### config.mk
export PLATFORM = sky130hd
export DESIGN_NAME = rs485_frame_receiver
export DESIGN_NICKNAME = d
export VERILOG_FILES = /design/src/sv/rsfr_pkg.sv /design/src/sv/rsfr_front.sv /design/src/sv/rsfr_fifo.sv /design/src/sv/rsfr_back.sv /design/src/sv/rs485_frame_receiver.sv
export SDC_FILE = /design/constraint.sdc
export NUM_CORES = 1
export LEC_CHECK = 0
export BUFFER_PORTS_ARGS = -buffer_cell sky130_fd_sc_hd__buf_2
export CORE_ASPECT_RATIO = 1.75
export CORE_UTILIZATION = 30
export DETAILED_ROUTE_END_ITERATION = 10
export GPL_ROUTABILITY_DRIVEN = 0
export SYNTH_ARGS = -nofsm -noshare
export SYNTH_HDL_FRONTEND = slang
export SYNTH_HIERARCHICAL = 1
export SYNTH_SLANG_ARGS = --single-unit
### constraint.sdc
create_clock -name clk -period 3.4 [get_ports clk]
set_clock_uncertainty 0.1 [all_clocks]
set_input_delay 1.02 -clock clk [delete_from_list [all_inputs] [get_ports clk]]
set_output_delay 1.02 -clock clk [all_outputs]
set_load 0.01 [all_outputs]
### src/sv/rsfr_pkg.sv
package rsfr_pkg;

	// parser states
	typedef enum logic [3:0] {
		ST_IDLE    = 4'd0,
		ST_ADDR    = 4'd1,
		ST_SOURCE  = 4'd2,
		ST_COMMAND = 4'd3,
		ST_LENHI   = 4'd4,
		ST_LENLO   = 4'd5,
		ST_PAYLOAD = 4'd6,
		ST_CHECK   = 4'd7,
		ST_POLL    = 4'd8,
		ST_ESCAPE  = 4'd9
	} parse_state_t;

	// result events
	typedef enum logic [2:0] {
		EV_NONE = 3'd0,
		EV_DATA = 3'd1,
		EV_GOOD = 3'd2,
		EV_BAD  = 3'd3,
		EV_POLL = 3'd4,
		EV_NAK  = 3'd5,
		EV_ACK  = 3'd6
	} event_t;

	// configuration register indexes
	typedef enum logic [2:0] {
		CFG_START_PACKET = 3'd0,
		CFG_START_POLL   = 3'd1,
		CFG_ESCAPE       = 3'd2,
		CFG_ACK          = 3'd3,
		CFG_NAK          = 3'd4,
		CFG_OWN_ADDRESS  = 3'd5
	} cfg_reg_t;

	localparam int CFG_INDEX_W = 3;

	localparam logic [7:0] START_PACKET_RST = 8'h7F;
	localparam logic [7:0] START_POLL_RST   = 8'h8F;
	localparam logic [7:0] ESCAPE_RST       = 8'h8E;
	localparam logic [7:0] ACK_RST          = 8'h06;
	localparam logic [7:0] NAK_RST          = 8'h15;
	localparam logic [7:0] OWN_ADDRESS_RST  = 8'h01;

	// escaped byte substitutions
	localparam logic [7:0] ESC_SEQ_ONE = 8'h01;
	localparam logic [7:0] ESC_VAL_ONE = 8'h7F;
	localparam logic [7:0] ESC_SEQ_TWO = 8'h02;
	localparam logic [7:0] ESC_VAL_TWO = 8'h8F;

	localparam logic [15:0] MAX_PAYLOAD = 16'd128;

	localparam int QUEUE_DEPTH_DEF = 4;

	typedef struct packed {
		logic is_start_packet;
		logic is_start_poll;
		logic is_escape;
		logic is_ack;
		logic is_nak;
		logic is_own_raw;
		logic is_own_unesc;
	} byte_class_t;

	typedef struct packed {
		logic [7:0]  raw_byte;
		logic [7:0]  unesc_byte;
		byte_class_t cls;
	} rsfr_item_t;

endpackage

### src/sv/rsfr_front.sv
module rsfr_front import rsfr_pkg::*; (
	input  logic                   clk,
	input  logic                   arst_n,
	input  logic                   cfg_valid,
	input  logic [CFG_INDEX_W-1:0] cfg_index,
	input  logic [7:0]             cfg_data,
	input  logic                   push,
	input  logic [7:0]             rx_byte,
	input  logic                   queue_full,
	output logic                   wr_en,
	output rsfr_item_t             wr_item
);

	logic [7:0] start_packet_q;
	logic [7:0] start_poll_q;
	logic [7:0] escape_q;
	logic [7:0] ack_q;
	logic [7:0] nak_q;
	logic [7:0] own_address_q;
	logic [7:0] unesc;

	always_ff @(posedge clk or negedge arst_n) begin
		if (!arst_n) begin
			start_packet_q <= START_PACKET_RST;
			start_poll_q   <= START_POLL_RST;
			escape_q       <= ESCAPE_RST;
			ack_q          <= ACK_RST;
			nak_q          <= NAK_RST;
			own_address_q  <= OWN_ADDRESS_RST;
		end else if (cfg_valid) begin
			case (cfg_index)
				CFG_START_PACKET: start_packet_q <= cfg_data;
				CFG_START_POLL:   start_poll_q   <= cfg_data;
				CFG_ESCAPE:       escape_q       <= cfg_data;
				CFG_ACK:          ack_q          <= cfg_data;
				CFG_NAK:          nak_q          <= cfg_data;
				CFG_OWN_ADDRESS:  own_address_q  <= cfg_data;
				default: ;
			endcase
		end
	end

	// byte as it reads after an escape code
	always_comb begin
		case (rx_byte)
			ESC_SEQ_ONE: unesc = ESC_VAL_ONE;
			ESC_SEQ_TWO: unesc = ESC_VAL_TWO;
			default:     unesc = rx_byte;
		endcase
	end

	assign wr_en                        = push && !queue_full;
	assign wr_item.raw_byte             = rx_byte;
	assign wr_item.unesc_byte           = unesc;
	assign wr_item.cls.is_start_packet  = (rx_byte == start_packet_q);
	assign wr_item.cls.is_start_poll    = (rx_byte == start_poll_q);
	assign wr_item.cls.is_escape        = (rx_byte == escape_q);
	assign wr_item.cls.is_ack           = (rx_byte == ack_q);
	assign wr_item.cls.is_nak           = (rx_byte == nak_q);
	assign wr_item.cls.is_own_raw       = (rx_byte == own_address_q);
	assign wr_item.cls.is_own_unesc     = (unesc == own_address_q);

endmodule

### src/sv/rsfr_fifo.sv
module rsfr_fifo import rsfr_pkg::*; #(
	parameter int DEPTH = QUEUE_DEPTH_DEF
) (
	input  logic       clk,
	input  logic       arst_n,
	input  logic       wr_en,
	input  rsfr_item_t wr_item,
	input  logic       rd_en,
	output rsfr_item_t rd_item,
	output logic       not_empty,
	output logic       full
);

	localparam int PW = $clog2(DEPTH);
	localparam int CW = $clog2(DEPTH + 1);

	rsfr_item_t      slot_q [DEPTH];
	logic [PW-1:0]   wr_ptr_q;
	logic [PW-1:0]   rd_ptr_q;
	logic [CW-1:0]   count_q;

	always_ff @(posedge clk) begin
		if (wr_en) begin
			slot_q[wr_ptr_q] <= wr_item;
		end
	end

	always_ff @(posedge clk or negedge arst_n) begin
		if (!arst_n) begin
			wr_ptr_q <= '0;
			rd_ptr_q <= '0;
			count_q  <= '0;
		end else begin
			if (wr_en) begin
				wr_ptr_q <= (wr_ptr_q == PW'(DEPTH - 1)) ? '0 : wr_ptr_q + PW'(1);
			end
			if (rd_en) begin
				rd_ptr_q <= (rd_ptr_q == PW'(DEPTH - 1)) ? '0 : rd_ptr_q + PW'(1);
			end
			case ({wr_en, rd_en})
				2'b10:   count_q <= count_q + CW'(1);
				2'b01:   count_q <= count_q - CW'(1);
				default: count_q <= count_q;
			endcase
		end
	end

	assign rd_item   = slot_q[rd_ptr_q];
	assign not_empty = (count_q != '0);
	assign full      = (count_q == CW'(DEPTH));

endmodule

### src/sv/rsfr_back.sv
module rsfr_back import rsfr_pkg::*; (
	input  logic        clk,
	input  logic        arst_n,
	input  logic        item_valid,
	input  rsfr_item_t  item,
	output logic        item_take,
	input  logic        pop,
	output logic        empty,
	output logic [2:0]  event_res,
	output logic [7:0]  data_byte,
	output logic [7:0]  command_code,
	output logic [15:0] payload_length
);

	parse_state_t state_q, state_d;
	parse_state_t resume_q, resume_d;
	parse_state_t td_state;
	logic [7:0]   sum_q, sum_d;
	logic [15:0]  left_q, left_d;
	logic [15:0]  length_q, length_d;
	logic [7:0]   command_q, command_d;
	logic         out_valid_q;
	event_t       event_q, ev_d;
	logic [7:0]   data_q, data_d;
	logic         td;
	logic [7:0]   td_byte;
	logic         td_esc;
	logic         td_own;
	logic [15:0]  len_full;
	logic [15:0]  left_dec;
	logic [7:0]   sum_chk;

	assign item_take = item_valid && (!out_valid_q || pop);

	always_comb begin
		ev_d      = EV_NONE;
		data_d    = '0;
		state_d   = state_q;
		resume_d  = resume_q;
		sum_d     = sum_q;
		left_d    = left_q;
		length_d  = length_q;
		command_d = command_q;
		td        = 1'b0;
		td_state  = state_q;
		td_byte   = item.raw_byte;
		td_esc    = 1'b0;
		td_own    = item.cls.is_own_raw;
		len_full  = {length_q[15:8], td_byte};
		left_dec  = (left_q != '0) ? left_q - 16'd1 : left_q;
		sum_chk   = sum_q + td_byte;

		case (state_q)
			ST_ESCAPE: begin
				td       = 1'b1;
				td_state = resume_q;
				td_byte  = item.unesc_byte;
				td_esc   = 1'b1;
				td_own   = item.cls.is_own_unesc;
			end
			ST_IDLE: begin
				if (item.cls.is_start_packet) begin
					sum_d   = item.raw_byte;
					state_d = ST_ADDR;
				end else if (item.cls.is_start_poll) begin
					state_d = ST_POLL;
				end else if (item.cls.is_ack) begin
					ev_d = EV_ACK;
				end else if (item.cls.is_nak) begin
					ev_d = EV_NAK;
				end
			end
			ST_CHECK: begin
				if (item.cls.is_escape) begin
					resume_d = ST_CHECK;
					state_d  = ST_ESCAPE;
				end else begin
					td = 1'b1;
				end
			end
			ST_ADDR, ST_SOURCE, ST_COMMAND, ST_LENHI, ST_LENLO, ST_PAYLOAD, ST_POLL: begin
				if (item.cls.is_start_packet) begin
					sum_d   = item.raw_byte;
					state_d = ST_ADDR;
				end else if (item.cls.is_start_poll) begin
					state_d = ST_POLL;
				end else if (item.cls.is_escape &&
					!((state_q == ST_ADDR || state_q == ST_POLL) && item.cls.is_own_raw)) begin
					resume_d = state_q;
					state_d  = ST_ESCAPE;
				end else begin
					td = 1'b1;
				end
			end
			default: state_d = ST_IDLE;
		endcase

		// recompute byte-dependent terms once the escaped byte is chosen
		len_full = {length_q[15:8], td_byte};
		sum_chk  = sum_q + td_byte;

		if (td) begin
			case (td_state)
				ST_ADDR: begin
					if (td_own) begin
						sum_d   = sum_q + td_byte;
						state_d = ST_SOURCE;
					end else begin
						state_d = ST_IDLE;
						if (td_esc) begin
							ev_d = EV_BAD;
						end
					end
				end
				ST_SOURCE: begin
					sum_d   = sum_q + td_byte;
					state_d = ST_COMMAND;
				end
				ST_COMMAND: begin
					command_d = td_byte;
					sum_d     = sum_q + td_byte;
					state_d   = ST_LENHI;
				end
				ST_LENHI: begin
					length_d = {td_byte, 8'h00};
					sum_d    = sum_q + td_byte;
					state_d  = ST_LENLO;
				end
				ST_LENLO: begin
					length_d = len_full;
					left_d   = len_full;
					sum_d    = sum_q + td_byte;
					if (len_full > MAX_PAYLOAD) begin
						ev_d    = EV_BAD;
						state_d = ST_IDLE;
					end else if (len_full == '0) begin
						state_d = ST_CHECK;
					end else begin
						state_d = ST_PAYLOAD;
					end
				end
				ST_PAYLOAD: begin
					ev_d    = EV_DATA;
					data_d  = td_byte;
					sum_d   = sum_q + td_byte;
					left_d  = left_dec;
					state_d = (left_dec == '0) ? ST_CHECK : ST_PAYLOAD;
				end
				ST_CHECK: begin
					ev_d    = (sum_chk == '0) ? EV_GOOD : EV_BAD;
					state_d = ST_IDLE;
				end
				ST_POLL: begin
					if (td_own) begin
						ev_d = EV_POLL;
					end
					state_d = ST_IDLE;
				end
				default: state_d = ST_IDLE;
			endcase
		end
	end

	always_ff @(posedge clk or negedge arst_n) begin
		if (!arst_n) begin
			state_q     <= ST_IDLE;
			resume_q    <= ST_IDLE;
			sum_q       <= '0;
			left_q      <= '0;
			length_q    <= '0;
			command_q   <= '0;
			out_valid_q <= 1'b0;
		end else begin
			if (item_take) begin
				state_q     <= state_d;
				resume_q    <= resume_d;
				sum_q       <= sum_d;
				left_q      <= left_d;
				length_q    <= length_d;
				command_q   <= command_d;
				out_valid_q <= 1'b1;
			end else if (pop) begin
				out_valid_q <= 1'b0;
			end
		end
	end

	always_ff @(posedge clk) begin
		if (item_take) begin
			event_q <= ev_d;
			data_q  <= data_d;
		end
	end

	assign empty          = !out_valid_q;
	assign event_res      = event_q;
	assign data_byte      = data_q;
	assign command_code   = command_q;
	assign payload_length = length_q;

endmodule

### src/sv/rs485_frame_receiver.sv
// byte-stuffed bus frame receiver. every byte pushed in gives exactly one result beat:
// an event code, the unescaped payload byte (zero unless the event is a payload byte),
// and the command and declared length of the frame in progress. one byte is taken per
// clock while the queue is not full; a byte lands in a short queue at the edge it is
// accepted. the front end compares each byte against the configured codes, the queue
// decouples it from the parser, and the parser's single state update per byte is what
// sets the rate of one byte per cycle unless a result waits unpopped. full rises only
// when the queue has filled because results are not being popped. configuration
// registers are written through the cfg channel, which is always ready; write them only
// while no bytes are in flight. indexes outside the register list are ignored
module rs485_frame_receiver import rsfr_pkg::*; #(
	parameter int QUEUE_DEPTH = QUEUE_DEPTH_DEF
) (
	input  logic                   clk,
	input  logic                   arst_n,
	// byte input, queue style
	input  logic                   push,
	output logic                   full,
	input  logic [7:0]             rx_byte,
	// result output, queue style
	output logic                   empty,
	input  logic                   pop,
	output logic [2:0]             event_res,
	output logic [7:0]             data_byte,
	output logic [7:0]             command_code,
	output logic [15:0]            payload_length,
	// configuration writes
	input  logic                   cfg_valid,
	output logic                   cfg_ready,
	input  logic [CFG_INDEX_W-1:0] cfg_index,
	input  logic [7:0]             cfg_data
);

	logic       wr_en;
	rsfr_item_t wr_item;
	rsfr_item_t rd_item;
	logic       rd_en;
	logic       q_not_empty;

	// configuration is a plain register file, never back-pressured
	assign cfg_ready = 1'b1;

	// front: code compares and unescaping of each accepted beat
	rsfr_front u_front (
		.clk        (clk),
		.arst_n     (arst_n),
		.cfg_valid  (cfg_valid),
		.cfg_index  (cfg_index),
		.cfg_data   (cfg_data),
		.push       (push),
		.rx_byte    (rx_byte),
		.queue_full (full),
		.wr_en      (wr_en),
		.wr_item    (wr_item)
	);

	// classified bytes waiting for the parser
	rsfr_fifo #(
		.DEPTH (QUEUE_DEPTH)
	) u_fifo (
		.clk       (clk),
		.arst_n    (arst_n),
		.wr_en     (wr_en),
		.wr_item   (wr_item),
		.rd_en     (rd_en),
		.rd_item   (rd_item),
		.not_empty (q_not_empty),
		.full      (full)
	);

	// back: frame parser with its result register
	rsfr_back u_back (
		.clk            (clk),
		.arst_n         (arst_n),
		.item_valid     (q_not_empty),
		.item           (rd_item),
		.item_take      (rd_en),
		.pop            (pop),
		.empty          (empty),
		.event_res      (event_res),
		.data_byte      (data_byte),
		.command_code   (command_code),
		.payload_length (payload_length)
	);

endmodule

* Word-level counts from Yosys, hierarchy flattened
Memory sizes are Yosys's and may differ from the RTL's.
Index checks and enable logic that the tools add are counted.
** Storage, ports and cells
- RAM bits :: 92
- Word-level logic and storage cells :: 164
- Input bits :: 24
- Register bits after elaboration :: 123
- Memories kept :: 1
- Output and inout port bits :: 38
** Cells by class
- Equal/unequal tests :: 44
- Bitwise gates (word level) :: 1
- Reductions and logical operators :: 37
- Magnitude comparators :: 1
- Add/subtract/negate cells :: 6
- Muxes and demuxes :: 55
** Memories
- u_fifo.slot_q :: words 4, bits a word 23, rd ports 1, clocked after memory_dff 0, wr ports 1, line rsfr_fifo.sv:17 : rsfr_item_t slot_q [DEPTH];
** Operators by type and width (number)
- one-hot mux 16 bit (2 select lines) :: 2
- == test 8 bit :: 7
- 2-to-1 mux 4 bit :: 13
- 2-to-1 mux 8 bit :: 5
- == test 4 x 3 -> 1 bit, second input constant :: 8
- logical NOT 16 bit :: 2
- one-hot mux 8 bit (2 select lines) :: 2
- 2-to-1 mux 3 bit :: 10
- one-hot mux 4 bit (6 select lines) :: 1
- == test 4 x 2 -> 1 bit, second input constant :: 4
- greater-than comparator 16 x 8 -> 1 bit, second input constant :: 1
- 2-to-1 mux 16 bit :: 1
- one-hot mux 4 bit (4 select lines) :: 1
- nonzero test 16 bit :: 1
- subtractor 16 x 1 -> 16 bit, second input constant :: 1
- one-hot mux 3 bit (5 select lines) :: 1
- AND reduction 2 bit :: 7
- 2-to-1 mux 1 bit :: 13
- == test 4 bit, second input constant :: 3
- nonzero test 2 bit :: 5
- == test 3 bit, second input constant :: 3
- AND reduction 3 bit :: 3
- adder 8 bit :: 1
- == test 4 x 1 -> 1 bit, second input constant :: 2
- 32 further kinds :: 47

* Logic depth before layout (Yosys ltp)
- Word-level depth :: 11
- Depth in mapped cells :: 15
- Gate-level depth less buffers :: 13

* By module
Netlist, hierarchy kept.
** By module, submodules not included
- rsfr_back :: sequential area each 1756.7 um2, cells an instance 510, instances 1, area each 4370.4 um2
- rsfr_fifo :: sequential area each 2937.8 um2, cells an instance 156, instances 1, area each 3773.6 um2
- rsfr_front :: sequential area each 1228.7 um2, cells an instance 238, instances 1, area each 2826.5 um2
- rs485_frame_receiver :: sequential area each 0.0 um2, cells an instance 2, instances 1, area each 11.3 um2

* Least setup slack after synthesis
No wires, ideal clock.
- Path kind :: reg2reg
- Start point :: register u_back.state_q[2]
- End point :: register u_back.event_q[0], in the netlist u_back/event_res[0] (data pin)
- Period minus slack after synthesis :: 3.205 ns
- Setup time :: 0.273 ns
- Path buffers :: 2
- Arrival :: 2.832 ns
- Required time :: 3.027 ns
- Cell stages (with the launch flop) :: 16
- Setup slack :: 0.195 ns
- Cell sequence :: dfrtp_1 clkbuf_1 nand4bb_1 clkbuf_1 mux2i_1 inv_1 ha_1 inv_1 fa_1 nor2b_1 o21ai_0 a21boi_0 o21ai_0 nand2b_1 xnor2_1 a41oi_1
** On the way
- Elaborated cells between the ends (all ways) :: 39
- Classes of those cells :: add/sub (1); order compare (1); eq/ne (14); mux (16); reduce/logical (7)
** RTL lines
- start: declaration :: line rsfr_back.sv:15 : parse_state_t state_q, state_d;
- start signal: assignment :: line rsfr_back.sv:175 : state_q <= state_d;
- == test 4 bit (*) :: line rsfr_back.sv:53 : case (state_q)
- 2-to-1 mux 8 bit (*) :: line rsfr_back.sv:53
- via u_back.td_byte[0] :: line rsfr_back.sv:26 : logic [7:0] td_byte;
- adder 8 bit :: line rsfr_back.sv:100 : sum_chk = sum_q + td_byte;
- logical NOT 8 bit :: line rsfr_back.sv:150 : ev_d = (sum_chk == '0) ? EV_GOOD : EV_BAD;
- 2-to-1 mux 1 bit :: line rsfr_back.sv:150
- one-hot mux 3 bit (5 select lines) (*) :: line rsfr_back.sv:103 : case (td_state)
- 2-to-1 mux 3 bit (*) :: line rsfr_back.sv:102 : if (td) begin
- via u_back.ev_d[0] :: line rsfr_back.sv:23 : event_t event_q, ev_d;
- end signal: assignment :: line rsfr_back.sv:190 : event_q <= ev_d;
- end: declaration :: line rsfr_back.sv:23
Mark *: on every way through the listed nets, which the timed path passes. The rest lies on a longest branch.
A chain may end at the register's enable or synchronous reset.

==> summary by stage <==
Status
The flow ran to the end, and the final reports show no timing, DRC or antenna violations.

Power
Dividing total power by cell area gives a power density of around 920 nW/µm². The maximum vdd drop is 421 µV. The cell-internal power is just over 7 mW. The share of total power dissipated in sequential elements is 0.349. The analysis attributes to cell leakage a power of slightly below 5 nW. Of the total power, the share spent switching nets is 0.384. The switching power total is between 4 and 5 mW. The relative contribution of the clock network to total power is 0.214.

The logic gate share of total power is 0.437.

GRT
The largest net degree at the start of global routing is 59. For this run the aggregate overflow at the end of global routing stands at 0. The first global-routing pass estimated between 40000 and 50000 µm of wire. The number of antenna violations at the first check in global routing came to 1. The total routing resource utilization after global routing is 0.151. The via count of the first global-routing pass is 7770.

Floorplanning
The row count is 92. The die area is between 30000 and 40000 µm². The vertical die dimension is approximately 260 µm. Pin placement for this block handled 62 I/O pins. For this configuration, the core starts out at a cell density of 0.305. Measured along the x axis, the die boundary spans 147 µm. The core area is about 36000 µm².

Placement
The number of I/O port buffers is 60. The number of placed instances, taps included is about 1400. The HPWL after detailed placement is around 20000 µm.

Clock network
The clock tree root buffer cell is sky130_fd_sc_hd__clkbuf_16. The clock tree from TritonCTS is built. The maximum root-to-sink buffer count is 3. The number of buffers added by the clock tree synthesis step is 22. The clock drives around 220 sinks.

The clock reaches the later pin of the worst-skew pair after roughly 530 ps. The register clock-pin slew on the reported worst setup and hold paths is about 60 ps. The maximum level of the CTS H-tree is 1.

Timing
Setup repair after global routing left no endpoint under its margin. The worst slew margin relative to its limit is 0.481. The count of final hold-check violations is 0. The count of final setup violators is 0. At the pin with the least slew margin, the transition time is between 700 and 800 ps.

For this run, the top clock speed supported by timing is 0.319 GHz. The final count of pins violating max slew is 0. The final sum of negative setup slack is 0 ps. For the finished layout, the period the worst path requires is 3140 ps. Dividing the final minimum period by the clock period gives 0.923.

Worst setup path
The depth of the most critical reg-to-reg path is 11. The worst setup path is captured at a flip-flop. The maximum fanout encountered on the critical timing path is 11. The endpoint arrival time on the critical path is about 3300 ps. The worst setup path is of the flip-flop to flip-flop kind. For the worst setup path, the data required time is 3550 ps.

STA classifies the critical path startpoint as a flip-flop.

Synth
The per-instance average area after synthesis is approximately 12 µm². In the synthesized netlist the dominant register cell turns out to be sky130_fd_sc_hd__edfxtp_1. The total nets after synthesis is around 950. The number of different library cells used by synthesis comes to a little under 90.

The sequential area share after synthesis is 0.539. The cell area after synthesis is around 11000 µm². The proportion of netlist area held by the largest area contributor is 0.282.

The number of flip-flops and latches in the synthesized netlist is between 200 and 250. The dominant cell by count in the synthesized netlist is sky130_fd_sc_hd__edfxtp_1. The synthesized design contains 103 enable-type register cells.

By count the netlist is led by sky130_fd_sc_hd__edfxtp_1 (103), sky130_fd_sc_hd__dfrtp_1 (90), sky130_fd_sc_hd__nor2_1 (66). The most area-hungry cell type in the Yosys netlist is sky130_fd_sc_hd__edfxtp_1. After synthesis, the cell types taking the most area are sky130_fd_sc_hd__edfxtp_1 (28%), sky130_fd_sc_hd__dfrtp_1 (21%), sky130_fd_sc_hd__mux2_2 (5.3%). The share of flip-flops with an asynchronous set or reset after synthesis is 0.521.

The count of mapped cells out of synthesis is 906. During synthesis, Yosys emitted a total of 6 warnings.

Hold path
The classification of the worst-slack hold path is input pin to async pin.

Layout
From synthesis to final layout, the design area changed by 15.3%. Of the cells placed in the final design, the portion with a size suffix greater than 1 is 0.270. The non-filler instance count after layout is around 1500. 0 antenna diodes ended up in the layout. In the final design database the tool counted ~1000 nets.

Drt
After detailed routing, the number of remaining DRC violations is 0. The routed wire length per instance is about 19 µm. For this block, the via count after detailed routing is about 7500. Once detail routing completed, the nets flagged for antenna violations numbered 0. The first detailed-routing pass took 5 iterations.

In this run, the number of DRC markers left after iteration 0 of detailed routing was 512. After detailed routing, the number of vias per cell comes to 5.12. The aggregate routed wire length is around 28000 µm.

Flow run
The max-cap check violation count is 0.
power by group through the flow:
stage	sequential, mW	combinational (mW)	clock [mW]
floorplan	3.97	3.49	0
global placement	4.09	4.91	0
detailed placement	4.12	4.97	0
CTS	4.07	4.99	2.59
global route	4.17	5.60	2.67
finish	4.07	5.09	2.50
what timing repair did:
item / in CTS / in global routing
buffers inserted: 0 / 0
hold buffers: 0 / 0
endpoints found under the setup margin: 0 / 2
hold endpoints to repair: 0 / 0
resized for setup: 0 / 7
critical path, cell delays in order, from the launching register on:
cell and delay, ps:
sky130_fd_sc_hd__dfrtp_2 430, sky130_fd_sc_hd__buf_12 170, sky130_fd_sc_hd__mux4_1 600, sky130_fd_sc_hd__mux2i_1 210, sky130_fd_sc_hd__inv_1 100, sky130_fd_sc_hd__ha_1 380
sky130_fd_sc_hd__nand4_1 150, sky130_fd_sc_hd__a31oi_1 170, sky130_fd_sc_hd__nor2_1 70, sky130_fd_sc_hd__xnor2_1 140, sky130_fd_sc_hd__nor3_1 210, sky130_fd_sc_hd__a41oi_1 130
area by class of cell:
cell class | instances | area [µm²]
multi-input cells | 595 | 4550
inverters | 41 | 154
well taps | 470 | 588
clock inverters | 11 | 144
flip-flops and latches | 215 | 5920
clock buffers | 29 | 597
repair buffers | 108 | 706
fillers | 3537 | 23400
worst paths after layout:
check | startpoint | to | slack [ps]
setup / recovery | u_fifo/rd_ptr_q[0] | u_back/event_res[0] | 260
hold / removal | arst_n | u_fifo/count_q[2] | 340
setup reg to reg | u_fifo/rd_ptr_q[0] | u_back/event_res[0] | 260
hold reg to reg | u_back/payload_length[6] | u_back/payload_length[6] | 380
max in group asynchronous | arst_n | u_back/sum_q[6] | 2130
min in group clk | u_back/payload_length[6] | u_back/payload_length[6] | 380
logic make-up after synthesis:
family | synth area share
AO/OA/AOI/OAI | 0.109
XOR/XNOR | 0.0502
adder cells (fa/ha/maj) | 0.0207
buffers and inverters | 0.0482
flip-flops | 0.539
multiplexers | 0.107
other | 0.000341
AND/OR/NAND/NOR | 0.125
state kept, by name (all words and copies together) (netlist names), 4 cells and up:
register and count:
u_back/command_code 8, u_back/data_byte 8, u_back/left_q 16, u_back/payload_length 16, u_back/resume_q 4, u_back/state_q 4, u_back/sum_q 8, u_fifo/slot_q 92
u_front/ack_q 8, u_front/escape_q 8, u_front/nak_q 8, u_front/own_address_q 8, u_front/start_packet_q 8, u_front/start_poll_q 8
metal layers:
metal  part of all wire  global-route usage
met4              0.058              0.0929
met2               0.55               0.293
met5                  0                   0
met3              0.035              0.0200
met1               0.35               0.152
placed cells by master, fill, tap and decap left out, types with 5 or more instances in the layout:
master	synthesis	final
sky130_fd_sc_hd__a21o_1	7	7
sky130_fd_sc_hd__a21oi_1	49	49
sky130_fd_sc_hd__a22oi_1	5	5
sky130_fd_sc_hd__a31oi_1	9	9
sky130_fd_sc_hd__and2_1	10	10
sky130_fd_sc_hd__buf_2	10	59
sky130_fd_sc_hd__buf_4	13	46
sky130_fd_sc_hd__clkbuf_1	20	5
sky130_fd_sc_hd__clkbuf_16	0	23
sky130_fd_sc_hd__clkinv_1	1	5
sky130_fd_sc_hd__dfrtp_1	90	89
sky130_fd_sc_hd__dfstp_2	22	22
sky130_fd_sc_hd__edfxtp_1	103	103
sky130_fd_sc_hd__ha_1	15	15
sky130_fd_sc_hd__inv_1	40	40
sky130_fd_sc_hd__mux2_2	52	52
sky130_fd_sc_hd__mux4_2	18	19
sky130_fd_sc_hd__nand2_1	63	63
sky130_fd_sc_hd__nand2b_1	6	6
sky130_fd_sc_hd__nand3_1	11	11
sky130_fd_sc_hd__nand4_1	12	12
sky130_fd_sc_hd__nor2_1	66	66
sky130_fd_sc_hd__nor2b_1	8	8
sky130_fd_sc_hd__nor3_1	23	23
sky130_fd_sc_hd__nor4_1	9	9
sky130_fd_sc_hd__o21ai_0	35	34
sky130_fd_sc_hd__o22ai_1	17	17
sky130_fd_sc_hd__o31ai_1	8	8
sky130_fd_sc_hd__xnor2_1	55	53
sky130_fd_sc_hd__xor2_1	8	8
through the flow:
stage / util / power [mW] / hold slack, ps / setup slack [ps] / cell area [µm²]
after floorplan: - / 7.47 / 347 / 195 / 11000
after global placement: 0.330 / 9.01 / 362 / 218 / 11900
after detailed placement: 0.330 / 9.09 / 365 / 168 / 11900
after CTS: 0.350 / 11.7 / 343 / 160 / 12600
after global routing: 0.351 / 12.4 / 367 / 23.4 / 12700
final: 0.351 / 11.7 / 339 / 260 / 12700
No activity file was read; power rests on OpenSTA's default activity.
